[src/rtl/core/assert_macros.svh]
// Assertion helpers shared by the RTL. Synthesis builds define SYNTH.
`ifndef ASSERT_MACROS_SVH
`define ASSERT_MACROS_SVH
`ifndef SYNTH
`define AMF_ASSERT_IMP(label, clk, rst_n, ante, cons) \
    label: assert property (@(posedge clk) disable iff (!rst_n) (ante) |-> (cons)) \
        else $error("assertion failed");
`define AMF_ASSERT_NXT(label, clk, rst_n, ante, cons) \
    label: assert property (@(posedge clk) disable iff (!rst_n) (ante) |=> (cons)) \
        else $error("assertion failed");
`else
`define AMF_ASSERT_IMP(label, clk, rst_n, ante, cons)
`define AMF_ASSERT_NXT(label, clk, rst_n, ante, cons)
`endif
`endif

[src/rtl/core/amf_pkg.sv]
`default_nettype none
package amf_pkg;
    localparam int PIXEL_BITS = 8;
    localparam int DIM_BITS   = 11;
    localparam int POS_BITS   = 10;
    localparam int WIN_BITS   = 3;
    localparam int Q_BITS     = 21;
    localparam int DELAY_BITS = 12;
    localparam int ADDR_BITS  = 13;
    localparam int RAM_DEPTH  = 8192;
    localparam int MAX_DIM    = 1024;
    localparam int N3         = 9;
    localparam int N5         = 25;
    localparam int N7         = 49;

    localparam logic [1:0] CFG_WIDTH  = 2'd0;
    localparam logic [1:0] CFG_HEIGHT = 2'd1;
    localparam logic [1:0] CFG_WINDOW = 2'd2;

    localparam logic [WIN_BITS-1:0] WIN3 = 3'd3;
    localparam logic [WIN_BITS-1:0] WIN5 = 3'd5;
    localparam logic [WIN_BITS-1:0] WIN7 = 3'd7;
    localparam logic [2:0] LAST_TAP = 3'd6;

    typedef enum logic [2:0] {
        S_IDLE, S_TOTAL, S_WRITE, S_READ, S_DRAIN, S_DECIDE
    } t_state;

    typedef struct packed {
        logic                  clear;
        logic                  valid;
        logic [PIXEL_BITS-1:0] value;
        logic                  in3;
        logic                  in5;
        logic                  centre;
    } t_ins;

    typedef struct packed {
        logic [PIXEL_BITS-1:0] pixel;
        logic [WIN_BITS-1:0]   win;
        logic                  kept;
    } t_decision;

    function automatic logic [DIM_BITS-1:0] clamp_dim(input logic [DIM_BITS-1:0] v);
        logic [DIM_BITS-1:0] r;
        r = v;
        if (v == '0) r = DIM_BITS'(1);
        else if (v > DIM_BITS'(MAX_DIM)) r = DIM_BITS'(MAX_DIM);
        return r;
    endfunction

    function automatic logic [WIN_BITS-1:0] clamp_win(input logic [WIN_BITS-1:0] v);
        logic [WIN_BITS-1:0] r;
        r = WIN3;
        unique case (v)
            3'd5, 3'd6: r = WIN5;
            3'd7:       r = WIN7;
            default:    r = WIN3;
        endcase
        return r;
    endfunction
endpackage
`default_nettype wire

[src/rtl/core/amf_rank.sv]
`default_nettype none
module amf_rank (
    input  wire logic                          i_clk,
    input  wire amf_pkg::t_ins                 i_ins,
    input  wire logic [amf_pkg::WIN_BITS-1:0]  i_start_win,
    output amf_pkg::t_decision                 o_dec
);
    import amf_pkg::*;

    // Three running insertion sorts, one per window size.
    logic [PIXEL_BITS-1:0] r_s3 [N3];
    logic [PIXEL_BITS-1:0] r_s5 [N5];
    logic [PIXEL_BITS-1:0] r_s7 [N7];
    logic [N3-1:0] r_v3, le3;
    logic [N5-1:0] r_v5, le5;
    logic [N7-1:0] r_v7, le7;
    logic [PIXEL_BITS-1:0] r_cur;

    always_comb begin
        for (int i = 0; i < N3; i++) le3[i] = r_v3[i] && (r_s3[i] <= i_ins.value);
        for (int i = 0; i < N5; i++) le5[i] = r_v5[i] && (r_s5[i] <= i_ins.value);
        for (int i = 0; i < N7; i++) le7[i] = r_v7[i] && (r_s7[i] <= i_ins.value);
    end

    always_ff @(posedge i_clk) begin
        if (i_ins.clear) begin
            r_v3 <= '0;
            r_v5 <= '0;
            r_v7 <= '0;
        end else if (i_ins.valid) begin
            if (i_ins.centre) r_cur <= i_ins.value;
            if (i_ins.in3) begin
                if (!le3[0]) r_s3[0] <= i_ins.value;
                for (int i = 1; i < N3; i++) begin
                    if (!le3[i]) r_s3[i] <= le3[i-1] ? i_ins.value : r_s3[i-1];
                end
                r_v3 <= {r_v3[N3-2:0], 1'b1};
            end
            if (i_ins.in5) begin
                if (!le5[0]) r_s5[0] <= i_ins.value;
                for (int i = 1; i < N5; i++) begin
                    if (!le5[i]) r_s5[i] <= le5[i-1] ? i_ins.value : r_s5[i-1];
                end
                r_v5 <= {r_v5[N5-2:0], 1'b1};
            end
            if (!le7[0]) r_s7[0] <= i_ins.value;
            for (int i = 1; i < N7; i++) begin
                if (!le7[i]) r_s7[i] <= le7[i-1] ? i_ins.value : r_s7[i-1];
            end
            r_v7 <= {r_v7[N7-2:0], 1'b1};
        end
    end

    logic ok3, ok5, ok7, ok_sel;
    logic [PIXEL_BITS-1:0] mn, md, mx;

    always_comb begin
        ok3 = (r_s3[0] < r_s3[N3/2]) && (r_s3[N3/2] < r_s3[N3-1]);
        ok5 = (r_s5[0] < r_s5[N5/2]) && (r_s5[N5/2] < r_s5[N5-1]);
        ok7 = (r_s7[0] < r_s7[N7/2]) && (r_s7[N7/2] < r_s7[N7-1]);
        mn = r_s7[0];
        md = r_s7[N7/2];
        mx = r_s7[N7-1];
        o_dec.win = WIN7;
        ok_sel = ok7;
        if (i_start_win == WIN3 && ok3) begin
            mn = r_s3[0];
            md = r_s3[N3/2];
            mx = r_s3[N3-1];
            o_dec.win = WIN3;
            ok_sel = 1'b1;
        end else if (i_start_win != WIN7 && ok5) begin
            mn = r_s5[0];
            md = r_s5[N5/2];
            mx = r_s5[N5-1];
            o_dec.win = WIN5;
            ok_sel = 1'b1;
        end
        o_dec.kept  = ok_sel && (mn < r_cur) && (r_cur < mx);
        o_dec.pixel = o_dec.kept ? r_cur : md;
    end
endmodule
`default_nettype wire
[config.mk]
export PLATFORM = sky130hd
export DESIGN_NAME = amf_rank
export DESIGN_NICKNAME = d
export VERILOG_FILES = /design/src/rtl/core/assert_macros.svh /design/src/rtl/core/amf_pkg.sv /design/src/rtl/core/amf_rank.sv
export SDC_FILE = /design/constraint.sdc
export NUM_CORES = 2
export LEC_CHECK = 0
export ABC_AREA = 0
export BUFFER_PORTS_ARGS = -buffer_cell sky130_fd_sc_hd__buf_4
export CORE_MARGIN = 5
export CORE_UTILIZATION = 45
export DETAILED_ROUTE_END_ITERATION = 10
export HOLD_SLACK_MARGIN = 0.06
export REMOVE_ABC_BUFFERS = 1
export SLEW_MARGIN = 20
export SYNTH_ARGS = -nofsm -noshare
export SYNTH_HDL_FRONTEND = slang
export SYNTH_SLANG_ARGS = --single-unit
[constraint.sdc]
create_clock -name i_clk -period 7.8 [get_ports i_clk]
set_clock_uncertainty 0.15 [all_clocks]
set_input_delay 1.17 -clock i_clk [delete_from_list [all_inputs] [get_ports i_clk]]
set_output_delay 1.17 -clock i_clk [all_outputs]
set_load 0.01 [all_outputs]
# Yosys cells after proc, flatten, opt, wreduce, memory -nomap -nowiden
# Memories as Yosys holds them, arrays and structs flattened.
# Index checks and enable logic that the tools add are counted.
# totals
reg_bits	91
ram_bits	664
in_bits	17
wordCells	651
n_memories	3
# op_classes
order_cmp	91
n_eq_ne	2
muxes	457
bitwise_logic	1
n_reduce_logical	93
# memory_table
memory	words	width	read_ports	rd_ports_with_merged_regs	wr	line_no	text
r_s7	49	8	49	0	49	amf_rank.sv:13	logic [PIXEL_BITS-1:0] r_s7 [N7];
r_s5	25	8	25	0	25	amf_rank.sv:12	logic [PIXEL_BITS-1:0] r_s5 [N5];
r_s3	9	8	9	0	9	amf_rank.sv:11	logic [PIXEL_BITS-1:0] r_s3 [N3];
# ops
cell	n
$mux 8	87
$le 8x8->1	83
$mux 1	368
$logic_and 1x1->1	90
$lt 8x8->1	8
$reduce_and 2->1	2
$eq 3x2->1 const B	1
$mux 3	1
$ne 3x3->1 const B	1
$reduce_and 3->1	1
$mux 2	1
$not 1->1	1

# Logic depth before layout (Yosys ltp)
# An unclocked memory read counts as a cell.
# logic_depth
ltp_word	10
mapped_depth	21
mapped_depth_nobuf	19

# Worst setup path after synthesis
# No wires, ideal clock.
# synth_timing
path_type	input-to-reg
from	input port i_ins[5] (netlist bit)
to	memory r_s3[1][2] (netlist: r_s3[0][10]), data pin
setup_ps	260
t_arrival_ps	5787
slack_ps	1603
cell_stages	10
n_path_buf	2
cell_sequence	clkbuf_1 inv_1 clkbuf_1 ha_1 a21o_1 a211o_1 a21oi_1 o21ai_0 a21oi_1 mux2_2
# synth_lines
item	line_no	text
start: declaration	amf_rank.sv:4	input wire amf_pkg::t_ins i_ins,
end: declaration	amf_rank.sv:11	

==> flow_metrics.env <==
export IMPL_status="finished, final reports clean"
export IMPL_p_sw_mw=2.44
export IMPL_grt_pass1_vias=31400
export IMPL_gp_congestion=0.836
export IMPL_hold_slack_ns=0.320
export IMPL_p_comb_share_pct=11.0
export IMPL_p_leak_nw=21.2
export IMPL_final_nets=4756
export IMPL_worstSetupPathType="reg -> out"
export IMPL_initial_core_util_pct=45.2
export IMPL_synth_most_common_cell="ha_1"
export IMPL_seq_power_share_pct=47.7
export IMPL_ys_flop_type="edfxtp_1"
export IMPL_die_w_um=334
export IMPL_cts_tree="done"
export IMPL_finalCritPeriodShare_pct=89.8
export IMPL_diodes=0
export IMPL_worstPathArrival_ns=5.68
export IMPL_critPathMaxStageDelay_ns=0.87
export IMPL_syn_inst=4007
export IMPL_max_freq_ghz=0.143
export IMPL_ant_nets=0
export IMPL_syn_avg_cell_area_sq_um=11.8
export IMPL_drive_above_1_share_pct=17.1
export IMPL_ys_types=45
export IMPL_fin_crit_ns=7.00
export IMPL_synth_edf_count=672
export IMPL_max_vdd_ir_drop_uv=139
export IMPL_finalHoldViolCount=0
export IMPL_drt_iter0_markers=2010
export IMPL_grt_pass1_wl_um=182000
export IMPL_antenna_found_initial=4
export IMPL_worstMarginPinSlew_ns=1.06
export IMPL_clkSinkCount=755
export IMPL_post_cts_buffers=0
export IMPL_synthDominantCellAreaShare_pct=42.6
export IMPL_gr_total_overflow=0
export IMPL_cp_required_ns=6.48
export IMPL_cp_end_kind="primary output"
export IMPL_ctsRootBufferMaster="clkbuf_16"
export IMPL_maxCapViolCount=0
export IMPL_wl_um=117000
export IMPL_rsz0062_at_grt="no"
export IMPL_clk_pin_slew_worst_paths_ns=0.06
export IMPL_htree_levels=3
export IMPL_power_density_nw_per_um2=187
export IMPL_synth_area_sq_um=47300
export IMPL_cts_resized=0
export IMPL_ys_warnings_count=0
export IMPL_ys_ff_latch=755
export IMPL_cpMaxStageDelayCell="nor3_2"
export IMPL_postCtsHoldBufs=0
export IMPL_die_h_um=334
export IMPL_synth_common_cells="ha_1 (720), edfxtp_1 (672), mux2_2 (511)"
export IMPL_p_clk_share_pct=41.3
export IMPL_final_max_slew_violation_count=0
export IMPL_clk_insertion_delay_late_ns=0.66
export IMPL_rows=119
export IMPL_crit_chain="ha_1, and3_1, a31oi_1, o311ai_1, nor3_2, mux2i_1, o21ai_0, ha_1, nand4_1, nor3_1, a2111oi_0, o21ai_0, a21oi_1, o311ai_4, mux2_4, buf_4"
export IMPL_async_flop_share_pct=0
export IMPL_hold_path_class="reg -> reg"
export IMPL_crit_path_start_kind="register"
export IMPL_drc=0
export IMPL_max_slew_margin_pct=28.6
export IMPL_synth_seq_area_share_pct=46.1
export IMPL_cts_buffer_depth=3
export IMPL_finalSetupViolCount=0
export IMPL_netSwitchingFraction_pct=25.2
export IMPL_setup_tns_final_ns=0
export IMPL_num_io_pins=29
export IMPL_vias_per_cell=5.69
export IMPL_first_pass_iters=5
export IMPL_p_int_mw=7.24
export IMPL_die_area_sq_um=112000
export IMPL_placement_io_buffers=27
export IMPL_core_sq_um=105000
export IMPL_wl_per_cell_um=21.4
export IMPL_vias=31200
export IMPL_track_usage_pct=20.6
export IMPL_synth_area_leaders="edfxtp_1 (43%), ha_1 (19%), mux2_2 (12%)"
export IMPL_dp_hpwl_um=73500
export IMPL_areaGrowthSynthToFinish_pct=9.47
export IMPL_synth_top_area_cell="edfxtp_1"
export IMPL_cts_buffers=86
export IMPL_crit_fanout=9
export IMPL_grt_max_degree=88
[through the flow]
step / area [sq um] / cells / utilization [%] / setup WS (ns) / total power, mW
6_report: 51800 / 5482 / 49.4 / 0.797 / 9.68
5_1_grt: 51800 / 5482 / 49.4 / 0.551 / 10.1
4_1_cts: 51800 / 5482 / 49.4 / 0.750 / 9.78
3_5_place_dp: 49100 / 5322 / 46.8 / 1.22 / 5.77
3_3_place_gp: 49100 / 5322 / 46.8 / 1.37 / 5.74
2_1_floorplan: 46800 / 3878 / - / 1.92 / 5.36
[cell usage in the layout, fill, tap and decap left out, drive strengths merged, types with 128 or more instances in the layout]
cell type,Yosys,routed
ha,720,720
edfxtp,672,672
mux2,512,512
o21ai,297,297
nand2,239,239
a21oi,233,233
nand3,176,176
inv,171,175
nor2,137,137
clkbuf,119,128
[flip-flops by register name, indices dropped and copies added (netlist names)]
name and cells:
r_v3 9, r_cur 8, r_s3 72, r_s7 392
r_v5 25, r_s5 200, r_v7 49
[final timing paths]
kind                            slack, ns     endpoint  cells after the start   startpoint
worst max-delay path                 0.80     o_dec[4]                     16   r_s5[0][7]
worst min-delay path                 0.32      r_v3[5]                      2      r_v3[5]
worst max register to register       4.57  r_s5[0][36]                      9  r_s5[0][33]
worst min register to register       0.32      r_v3[5]                      2      r_v3[5]
[area by class of cell]
| cell class | count | area, sq um |
|---|---|---|
| Clock buffer | 127 | 2450 |
| Clock inverter | 33 | 295 |
| Fill cell | 9353 | 53000 |
| Inverter | 171 | 677 |
| Multi-Input combinational cell | 2952 | 24400 |
| Sequential cell | 755 | 21800 |
| Tap cell | 1391 | 1740 |
| Timing Repair Buffer | 53 | 442 |
[critical path, delay by kind of cell, from the launching register on]
| kind | cells | cell delay (ns) |
|---|---|---|
| AOI/OAI and AO/OA | 7 | 1.52 |
| adders and majority gates | 2 | 0.72 |
| buffers and inverters | 1 | 0.14 |
| DFF | 1 | 0.45 |
| muxes | 2 | 0.64 |
| and+or+nand+nor | 4 | 1.53 |
[logic make-up after synthesis]
group / count (synthesis) / synth area share [%]
buffers and inverters: 300 / 2.40
and+or+nand+nor: 823 / 8.28
other: 1 / 0.00792
AOI/OAI and AO/OA: 812 / 10.2
muxes: 596 / 14.0
adders and majority gates: 720 / 19.0
DFF: 755 / 46.1
[routing by layer]
metal	GRT usage (%)	vias to the layer above	wire length, um
met5	0	-	0
met4	4.97	0	2460
met3	2.73	154	4880
met2	34.0	567	54400
met1	28.9	15300	55600
li1	-	15200	-
[power by group through the flow]
| stage | Sequential [mW] | Clock (mW) | Combinational (mW) |
|---|---|---|---|
| final | 4.62 | 3.99 | 1.07 |
| after CTS | 4.61 | 4.08 | 1.08 |
| after global placement | 4.70 | 0 | 1.04 |
| after global routing | 4.62 | 4.24 | 1.22 |
| after detailed placement | 4.70 | 0 | 1.07 |
| after floorplan | 4.66 | 0 | 0.701 |
Power figures use the tool's default switching activity.
